==> src/hw/rtl/bitmap_slot_allocator_defines.svh <==
// assertion macros for the bitmap slot allocator
// included by modules that carry concurrent checks; no other dependencies
`ifndef BITMAP_SLOT_ALLOCATOR_DEFINES_SVH
`define BITMAP_SLOT_ALLOCATOR_DEFINES_SVH

`ifndef SYNTHESIS

// check sampled on the rising clock, disabled while reset is low
`define BSA_ASSERT(lbl, clk, rst_n, prop, msg) \
  lbl: assert property (@(posedge clk) disable iff (!rst_n) (prop)) else $error(msg);

// check sampled on the rising clock, active during reset too
`define BSA_ASSERT_ALWAYS(lbl, clk, prop, msg) \
  lbl: assert property (@(posedge clk) (prop)) else $error(msg);

`else

`define BSA_ASSERT(lbl, clk, rst_n, prop, msg)
`define BSA_ASSERT_ALWAYS(lbl, clk, prop, msg)

`endif

`endif

==> src/hw/rtl/bsa_pkg.sv <==
// shared types, codes and helpers for the bitmap slot allocator
// no dependencies
package bsa_pkg;

  localparam int unsigned SlotsPerWord = 32;
  localparam int unsigned WordW        = 5;
  localparam int unsigned BitW         = 5;
  localparam int unsigned CfgW         = 6;
  localparam int unsigned MaxWords     = 32;
  localparam logic [CfgW-1:0] ActiveWordsRst = 6'd32;

  typedef enum logic [0:0] {
    OP_ACQUIRE = 1'b0,
    OP_RELEASE = 1'b1
  } op_e;

  typedef enum logic [2:0] {
    ST_ACQUIRED    = 3'd0,
    ST_RELEASED    = 3'd1,
    ST_FULL        = 3'd2,
    ST_BAD_WORD    = 3'd3,
    ST_DOUBLE_FREE = 3'd4
  } status_e;

  typedef logic [SlotsPerWord-1:0] bitmap_t;

  // one read port and one write port of the bitmap store
  typedef struct packed {
    logic             rd_en;
    logic [WordW-1:0] rd_addr;
    logic             wr_en;
    logic [WordW-1:0] wr_addr;
    bitmap_t          wr_data;
  } store_req_t;

  // update of one entry of the full summary
  typedef struct packed {
    logic             en;
    logic [WordW-1:0] addr;
    logic             full;
  } sum_upd_t;

  // lowest clear bit of a word, 0 if none
  function automatic logic [BitW-1:0] lowest_zero(bitmap_t w);
    logic [BitW-1:0] res;
    res = '0;
    for (int i = SlotsPerWord - 1; i >= 0; i--) begin
      if (!w[i]) begin
        res = BitW'(i);
      end
    end
    return res;
  endfunction

endpackage

==> src/hw/rtl/bsa_if.sv <==
// request and response channel interfaces of the bitmap slot allocator
// depends on bsa_pkg
interface bsa_req_if import bsa_pkg::*; ();
  logic            valid;
  logic            ready;
  op_e             opcode;
  logic [WordW-1:0] word_index;
  logic [BitW-1:0]  bit_index;

  modport source (output valid, opcode, word_index, bit_index, input ready);
  modport sink   (input valid, opcode, word_index, bit_index, output ready);
endinterface

interface bsa_rsp_if import bsa_pkg::*; ();
  logic             valid;
  logic             ready;
  status_e          status;
  logic [WordW-1:0] slot_word;
  logic [BitW-1:0]  slot_bit;

  modport source (output valid, status, slot_word, slot_bit, input ready);
  modport sink   (input valid, status, slot_word, slot_bit, output ready);
endinterface

==> src/hw/rtl/bitmap_slot_allocator.sv <==
// First-fit slot allocator over a bitmap of 32-slot words. An acquire or a release that
// touches the bitmap goes through the store: the transaction is taken and the word is read from the
// store, then the word is modified and written back while the response is registered; the
// word is picked at once from a per-word full summary. An acquire with no free slot and a
// release of a word outside the active range are answered in the cycle after the transaction.
// One request is in flight at a time; the next request is taken while a response still waits
// as long as the response register frees at that edge. After reset every slot is free at
// once (no clearing pass). Write active_words only while no request is in flight.
// depends on bsa_pkg, bsa_if, bsa_store, bsa_summary and bitmap_slot_allocator_defines.svh
`include "bitmap_slot_allocator_defines.svh"

module bitmap_slot_allocator import bsa_pkg::*; #(
  parameter int unsigned NUM_WORDS = 32
) (
  input  logic            clk_i,
  input  logic            rst_ni,
  input  logic            active_words_we_i,
  input  logic [CfgW-1:0] active_words_i,
  bsa_req_if.sink         req_i,
  bsa_rsp_if.source       rsp_o
);

  localparam int unsigned Depth = (NUM_WORDS > MaxWords) ? MaxWords : NUM_WORDS;

  typedef enum logic {
    S_IDLE,
    S_RMW
  } state_e;

  state_e           state_q;
  op_e              op_q;
  logic [WordW-1:0] addr_q;
  logic [BitW-1:0]  bit_q;
  logic [CfgW-1:0]  active_words_q;

  logic             out_valid_q;
  logic             out_valid_d;
  status_e          out_status_q;
  logic [WordW-1:0] out_word_q;
  logic [BitW-1:0]  out_bit_q;

  logic [CfgW-1:0]  n_eff;
  logic             accept;
  logic             is_acq;
  logic             bad_word;
  logic             found;
  logic [WordW-1:0] first_word;
  bitmap_t          rd_word;
  logic [BitW-1:0]  pick_bit;
  bitmap_t          new_word;
  logic             slot_used;
  store_req_t       store_req;
  sum_upd_t         sum_upd;

  always_ff @(posedge clk_i or negedge rst_ni) begin
    if (!rst_ni) begin
      active_words_q <= ActiveWordsRst;
    end else if (active_words_we_i) begin
      active_words_q <= active_words_i;
    end
  end

  assign n_eff = (active_words_q > CfgW'(Depth)) ? CfgW'(Depth) : active_words_q;

  assign req_i.ready = (state_q == S_IDLE) && (!out_valid_q || rsp_o.ready);
  assign accept      = req_i.valid && req_i.ready;
  assign is_acq      = (req_i.opcode == OP_ACQUIRE);
  assign bad_word    = ({1'b0, req_i.word_index} >= n_eff);

  bsa_summary #(
    .Depth(Depth)
  ) u_summary (
    .clk_i  (clk_i),
    .rst_ni (rst_ni),
    .n_eff_i(n_eff),
    .upd_i  (sum_upd),
    .found_o(found),
    .first_o(first_word)
  );

  bsa_store #(
    .Depth(Depth)
  ) u_store (
    .clk_i    (clk_i),
    .rst_ni   (rst_ni),
    .req_i    (store_req),
    .rd_data_o(rd_word)
  );

  assign pick_bit  = lowest_zero(rd_word);
  assign slot_used = rd_word[bit_q];

  always_comb begin
    new_word = rd_word;
    unique case (op_q)
      OP_ACQUIRE: new_word[pick_bit] = 1'b1;
      OP_RELEASE: new_word[bit_q]    = 1'b0;
      default:    new_word = rd_word;
    endcase
  end

  always_comb begin
    store_req         = '0;
    store_req.rd_en   = accept && (is_acq ? found : !bad_word);
    store_req.rd_addr = is_acq ? first_word : req_i.word_index;
    store_req.wr_en   = (state_q == S_RMW) && ((op_q == OP_ACQUIRE) || slot_used);
    store_req.wr_addr = addr_q;
    store_req.wr_data = new_word;
  end

  assign sum_upd.en   = store_req.wr_en;
  assign sum_upd.addr = addr_q;
  assign sum_upd.full = &new_word;

  always_comb begin
    out_valid_d = out_valid_q;
    if (rsp_o.valid && rsp_o.ready) begin
      out_valid_d = 1'b0;
    end
    if ((state_q == S_RMW) || (accept && !store_req.rd_en)) begin
      out_valid_d = 1'b1;
    end
  end

  always_ff @(posedge clk_i or negedge rst_ni) begin
    if (!rst_ni) begin
      state_q      <= S_IDLE;
      op_q         <= OP_ACQUIRE;
      addr_q       <= '0;
      bit_q        <= '0;
      out_valid_q  <= 1'b0;
      out_status_q <= ST_ACQUIRED;
      out_word_q   <= '0;
      out_bit_q    <= '0;
    end else begin
      out_valid_q <= out_valid_d;
      unique case (state_q)
        S_IDLE: begin
          if (accept) begin
            if (store_req.rd_en) begin
              state_q <= S_RMW;
              op_q    <= req_i.opcode;
              addr_q  <= store_req.rd_addr;
              bit_q   <= req_i.bit_index;
            end else begin
              out_status_q <= is_acq ? ST_FULL : ST_BAD_WORD;
              out_word_q   <= '0;
              out_bit_q    <= '0;
            end
          end
        end
        S_RMW: begin
          state_q <= S_IDLE;
          if (op_q == OP_ACQUIRE) begin
            out_status_q <= ST_ACQUIRED;
            out_word_q   <= addr_q;
            out_bit_q    <= pick_bit;
          end else begin
            out_status_q <= slot_used ? ST_RELEASED : ST_DOUBLE_FREE;
            out_word_q   <= '0;
            out_bit_q    <= '0;
          end
        end
        default: state_q <= S_IDLE;
      endcase
    end
  end

  assign rsp_o.valid     = out_valid_q;
  assign rsp_o.status    = out_status_q;
  assign rsp_o.slot_word = out_word_q;
  assign rsp_o.slot_bit  = out_bit_q;

  `BSA_ASSERT(a_rmw_one_cycle, clk_i, rst_ni, (state_q == S_RMW) |=> (state_q == S_IDLE), "rmw long")
  `BSA_ASSERT(a_rmw_out_free, clk_i, rst_ni, (state_q == S_RMW) |-> !out_valid_q, "rsp busy in rmw")
  `BSA_ASSERT_ALWAYS(a_wr_in_rmw, clk_i, store_req.wr_en |-> (state_q == S_RMW), "stray write")
  `BSA_ASSERT(a_acq_not_full, clk_i, rst_ni, (op_q == OP_ACQUIRE) && (state_q == S_RMW) |-> !(&rd_word), "full pick")

endmodule

==> src/hw/rtl/bsa_store.sv <==
// bitmap word store: synchronous memory with registered read and per-entry valid bits
// depends on bsa_pkg; an entry never written reads as all zeros
module bsa_store import bsa_pkg::*; #(
  parameter int unsigned Depth = 32
) (
  input  logic       clk_i,
  input  logic       rst_ni,
  input  store_req_t req_i,
  output bitmap_t    rd_data_o
);

  localparam int unsigned AddrW = (Depth > 1) ? $clog2(Depth) : 1;

  bitmap_t          mem [Depth];
  logic [Depth-1:0] valid_q;
  bitmap_t          rd_data_q;
  logic             rd_vld_q;

  logic [AddrW-1:0] rd_a;
  logic [AddrW-1:0] wr_a;

  assign rd_a = req_i.rd_addr[AddrW-1:0];
  assign wr_a = req_i.wr_addr[AddrW-1:0];

  always_ff @(posedge clk_i) begin
    if (req_i.wr_en) begin
      mem[wr_a] <= req_i.wr_data;
    end
    if (req_i.rd_en) begin
      rd_data_q <= mem[rd_a];
    end
  end

  always_ff @(posedge clk_i or negedge rst_ni) begin
    if (!rst_ni) begin
      valid_q  <= '0;
      rd_vld_q <= 1'b0;
    end else begin
      if (req_i.wr_en) begin
        valid_q[wr_a] <= 1'b1;
      end
      if (req_i.rd_en) begin
        rd_vld_q <= valid_q[rd_a];
      end
    end
  end

  assign rd_data_o = rd_vld_q ? rd_data_q : '0;

endmodule

==> src/hw/rtl/bsa_summary.sv <==
// per-word full summary and first-non-full word search
// depends on bsa_pkg
module bsa_summary import bsa_pkg::*; #(
  parameter int unsigned Depth = 32
) (
  input  logic             clk_i,
  input  logic             rst_ni,
  input  logic [CfgW-1:0]  n_eff_i,
  input  sum_upd_t         upd_i,
  output logic             found_o,
  output logic [WordW-1:0] first_o
);

  localparam int unsigned AddrW = (Depth > 1) ? $clog2(Depth) : 1;

  logic [Depth-1:0] full_q;

  always_ff @(posedge clk_i or negedge rst_ni) begin
    if (!rst_ni) begin
      full_q <= '0;
    end else if (upd_i.en) begin
      full_q[upd_i.addr[AddrW-1:0]] <= upd_i.full;
    end
  end

  always_comb begin
    found_o = 1'b0;
    first_o = '0;
    for (int i = Depth - 1; i >= 0; i--) begin
      if (!full_q[i] && (CfgW'(i) < n_eff_i)) begin
        found_o = 1'b1;
        first_o = WordW'(i);
      end
    end
  end

endmodule

==> src/flat_wrapper.sv <==
// flat-port wrapper written by rule: the top's interface ports become plain ports
module bitmap_slot_allocator_flat import bsa_pkg::*;
#(
  parameter int unsigned NUM_WORDS = 32
)
  (clk_i, rst_ni, active_words_we_i, active_words_i, req_i_valid, req_i_opcode, req_i_word_index, req_i_bit_index, req_i_ready, rsp_o_valid, rsp_o_status, rsp_o_slot_word, rsp_o_slot_bit, rsp_o_ready);
  bsa_req_if req_i_i ();
  bsa_rsp_if rsp_o_i ();
  input  logic clk_i;
  input  logic rst_ni;
  input  logic active_words_we_i;
  input  logic [CfgW-1:0] active_words_i;
  input wire logic [$bits(req_i_i.valid)-1:0] req_i_valid;
  input wire logic [$bits(req_i_i.opcode)-1:0] req_i_opcode;
  input wire logic [$bits(req_i_i.word_index)-1:0] req_i_word_index;
  input wire logic [$bits(req_i_i.bit_index)-1:0] req_i_bit_index;
  output wire logic [$bits(req_i_i.ready)-1:0] req_i_ready;
  output wire logic [$bits(rsp_o_i.valid)-1:0] rsp_o_valid;
  output wire logic [$bits(rsp_o_i.status)-1:0] rsp_o_status;
  output wire logic [$bits(rsp_o_i.slot_word)-1:0] rsp_o_slot_word;
  output wire logic [$bits(rsp_o_i.slot_bit)-1:0] rsp_o_slot_bit;
  input wire logic [$bits(rsp_o_i.ready)-1:0] rsp_o_ready;
  assign req_i_i.valid = req_i_valid;
  assign req_i_i.opcode = req_i_opcode;
  assign req_i_i.word_index = req_i_word_index;
  assign req_i_i.bit_index = req_i_bit_index;
  assign req_i_ready = req_i_i.ready;
  assign rsp_o_valid = rsp_o_i.valid;
  assign rsp_o_status = rsp_o_i.status;
  assign rsp_o_slot_word = rsp_o_i.slot_word;
  assign rsp_o_slot_bit = rsp_o_i.slot_bit;
  assign rsp_o_i.ready = rsp_o_ready;
  bitmap_slot_allocator #(.NUM_WORDS(NUM_WORDS)) u_core (.clk_i(clk_i), .rst_ni(rst_ni), .active_words_we_i(active_words_we_i), .active_words_i(active_words_i), .req_i(req_i_i), .rsp_o(rsp_o_i));
endmodule
==> config.mk <==
export PLATFORM = sky130hd
export DESIGN_NAME = bitmap_slot_allocator_flat
export DESIGN_NICKNAME = d
export VERILOG_FILES = /design/src/hw/rtl/bsa_pkg.sv /design/src/hw/rtl/bsa_if.sv /design/src/hw/rtl/bitmap_slot_allocator.sv /design/src/hw/rtl/bsa_store.sv /design/src/hw/rtl/bsa_summary.sv /design/src/flat_wrapper.sv
export VERILOG_INCLUDE_DIRS = /design/src /design/src/hw/rtl
export SDC_FILE = /design/constraint.sdc
export NUM_CORES = 2
export LEC_CHECK = 0
export ABC_AREA = 1
export BUFFER_PORTS_ARGS = -buffer_cell sky130_fd_sc_hd__buf_2
export CAP_MARGIN = 20
export CELL_PAD_IN_SITES_DETAIL_PLACEMENT = 0
export CELL_PAD_IN_SITES_GLOBAL_PLACEMENT = 1
export CORE_MARGIN = 2
export CORE_UTILIZATION = 38
export DETAILED_ROUTE_END_ITERATION = 8
export PLACE_DENSITY_LB_ADDON = 0.1
export SYNTH_ARGS = -nofsm -noshare
export SYNTH_HDL_FRONTEND = slang
export SYNTH_SLANG_ARGS = --single-unit
==> constraint.sdc <==
create_clock -name clk_i -period 4.1 [get_ports clk_i]
set_input_delay 1.23 -clock clk_i [delete_from_list [all_inputs] [get_ports clk_i]]
set_output_delay 1.23 -clock clk_i [all_outputs]
set_load 0.02 [all_outputs]
==> results.txt <==
Clock latency on the worst-skew pair - 760 ps
Sequential Area - 0.0341 mm^2
DR vias - 35.7k
Cell area after layout - 0.0616 mm^2
Yosys top cell by area - edfxtp_1
First-pass GRT wire length - 244000 um
Most frequent CP cell - nand2_1
Crit. End Element - flop
Final slew viol count - 0
Logic pwr share - 0.160
CP peak stage delay - 600 ps
P_sw - 8.25 mW
Top FF cell, synth - edfxtp_1
Initial DRT Pass Iterations - 5
Final worst slack - -54.7 ps
Register bit count reported by yosys - 1153
Post-synth EDFFs - 1056
Startpoint types - flop
DP Area - 0.0556 mm^2
Critical path class - flop to flop
Final hold violation count - 0
Status - finished, violations left
Fmax - 241 MHz
Starting Density - 0.382
Sequential cell fraction of total power - 0.471
Post-Layout Cell Count - 6876
Worst path depth - 28
CP endpoint - u_core.u_store.rd_data_q[13]$_DFFE_PP_
Cell family with most CP delay - buffers and inverters
Setup TNS - -327 ps
DIE WIDTH - 367 um
Initial antenna violation count - 2
Worst EP arrival - 4660 ps
Headroom to the max-slew limit - 0.502
CP max-delay cell - dfstp_2
Largest buffer count on any clock path - 3
Buffers & Inverters on Critical Path - 9
Core area - 0.131 mm^2
Worst-path clk slew - 60 ps
Final setup violation count - 26
Max IR drop VDD - 484 uV
Dpl hpwl - 96600 um
Vias in the first global route - 34.4k
Area Growth Syn to Fin - 22.8%
R2r startpoint - u_core.active_words_q[5]$_DFFE_PN1P_
Clock sink total - 1153
Grt total ovfl - 0
Clock power share - 0.369
Critical Path Fanout Max - 44
Max-cap viol count - 0
Worst r2r dst - u_core.u_store.rd_data_q[13]$_DFFE_PP_
Worst setup path startpoint - u_core.active_words_q[5]$_DFFE_PN1P_
Rows - 133
Final min period - 4150 ps
Final period utilization - 1.01
Syn Nets - 4753
Drt wl/cell - 24.8 um
Async S/R FF share, synth - 0.0841
R2R depth - 28
Seq/Total Area, Yosys - 0.681
PwrDens - 489 mW/mm^2
RSZ-0062 raised after global routing - yes
Top cell type's share of synthesized area - 0.633
Top post-synthesis cells by area - edfxtp_1 (63%), nand2_1 (12%), nand3_1 (5.7%)
Mapped Area - 0.0501 mm^2
Critical Path RT - 4610 ps
Failing checks - setup timing
DR DRC count - 0
H-tree levels - 4
Yosys warnings - 0
Die Area - 0.135 mm^2
Fraction of layout cells with a size suffix above 1 - 0.157
Syn Inst Count - 4726
Top post-synthesis cells by count - nand2_1 (1652), edfxtp_1 (1056), nand3_1 (572), inv_1 (461), o211ai_1 (196)
IO Pins - 37
Skew final - 20.6 ps
Layout filler cell count - 12.3k
Overall Global Routing Usage - 0.248
HP Class - flop to flop
CTS tree - built
Routed Antenna Nets - 0
Pleak - 24.5 nW
CTS Buf Count - 134
Top-count cell post-synth - nand2_1
Via/cell ratio - 5.20
Synth cell types - 48
Port-buffer cells - 36
Pint - 21.9 mW
Largest net degree at the start of global routing - 63
Area of the multi-input gates - 0.0140 mm^2
Worst-Margin Slew - 744 ps
Pwr Total - 30.1 mW
Clk root buf - clkbuf_16
Flop2flop setup slack - -50 ps
Cts hold-fix bufs - 0
Switching share of power - 0.274
Placed insts - 6585
Wirelength, routed - 171000 um
Initial DRC Count - 3043
Placer Congestion - 0.891
Worst slack, placed - -261 ps
Chip height - 367 um
Syn avg cell area - 10.6 um^2
Layout Nets - 5052
## area by class of cell
class                   instances  area share
flip-flops and latches       1153       0.554
diodes                          1   0.0000406
inverters                     475      0.0296
clock inverters                62     0.00565
multi-input cells            2845       0.228
clock buffers                 169      0.0592
repair buffers                416      0.0876
well taps                    1755      0.0357
## logic make-up after synthesis
| family | Yosys count | synth area share |
|---|---|---|
| AOI/OAI and AO/OA | 348 | 0.0467 |
| adders and majority gates | 5 | 0.00125 |
| buffers and inverters | 728 | 0.0600 |
| DFF | 1153 | 0.681 |
| muxes | 1 | 0.000225 |
| and+or+nand+nor | 2491 | 0.211 |
## cells in the final DEF (no fill, tap or decap), drive strengths merged, types with 5 or more instances in the layout
master,synthesis,layout
inv,468,471
o21ai,95,95
dfrtp,96,96
nor3,27,27
o22ai,16,16
nor2,111,111
nand4,17,17
clkbuf,112,187
nand3,573,573
or2,5,5
clkinv,7,62
ha,5,5
buf,141,396
nand2,1656,1656
o211ai,196,196
a22oi,5,5
edfxtp,1056,1056
nand3b,96,96
a21oi,13,13
## registers in the layout (all words and copies together) (netlist names), 3 cells and up
register / count
u_core.rsp_o.slot_word: 5
u_core.u_store.mem: 1024
u_core.active_words_q: 6
u_core.bit_q: 5
u_core.rsp_o.slot_bit: 5
u_core.addr_q: 5
u_core.u_store.rd_data_q: 32
u_core.u_store.valid_q: 32
u_core.u_summary.full_q: 32
u_core.rsp_o.status: 3
## tightest hold or removal path: cells and delay by family (launching register included)
family / cells / cell delay, ps
and+or+nand+nor: 1 / 50
DFF: 1 / 320
buffers and inverters: 1 / 40
## worst min-delay path by stage
stage                                                 from                                endpoint  cells after the start
finish               u_core.u_store.valid_q[5]$_DFFE_PN0P_   u_core.u_store.valid_q[5]$_DFFE_PN0P_                      2
global route         u_core.u_store.valid_q[0]$_DFFE_PN0P_   u_core.u_store.valid_q[0]$_DFFE_PN0P_                      2
CTS                 u_core.u_store.valid_q[26]$_DFFE_PN0P_  u_core.u_store.valid_q[26]$_DFFE_PN0P_                      2
detailed placement  u_core.u_store.valid_q[26]$_DFFE_PN0P_  u_core.u_store.valid_q[26]$_DFFE_PN0P_                      2
global placement    u_core.u_store.valid_q[30]$_DFFE_PN0P_  u_core.u_store.valid_q[30]$_DFFE_PN0P_                      2
floorplan           u_core.u_store.valid_q[11]$_DFFE_PN0P_  u_core.u_store.valid_q[11]$_DFFE_PN0P_                      2
## power groups by stage
stage	clock network, mW	logic, mW	registers [mW]
5_1_grt	11.8	5.26	14.2
2_1_floorplan	0	2.34	14.4
3_3_place_gp	0	4.47	14.4
6_report	11.1	4.82	14.2
3_5_place_dp	0	4.48	14.4
4_1_cts	11.4	4.63	14.2
## what timing repair did
item	CTS	global route
setup endpoints to repair	65	65
pin swaps	15	55
gates resized for setup	62	161
gates cloned	9	19
buffers inserted	18	15
## stage by stage
stage                     hold WS (ps)   util
after global placement             432  0.424
after detailed placement           438  0.424
after global routing               464  0.470
after floorplan                    423      -
final                              450  0.470
after CTS                          450  0.460
## routing by layer
| layer | vias to the layer above | GRT usage | share of wire |
|---|---|---|---|
| met2 | 847 | 0.409 | 0.48 |
| met4 | 0 | 0.0597 | 0.022 |
| met5 | - | 0 | 0 |
| met3 | 228 | 0.0343 | 0.047 |
| met1 | 17900 | 0.346 | 0.45 |
| li1 | 16700 | - | - |
Power figures use the tool's default switching activity.
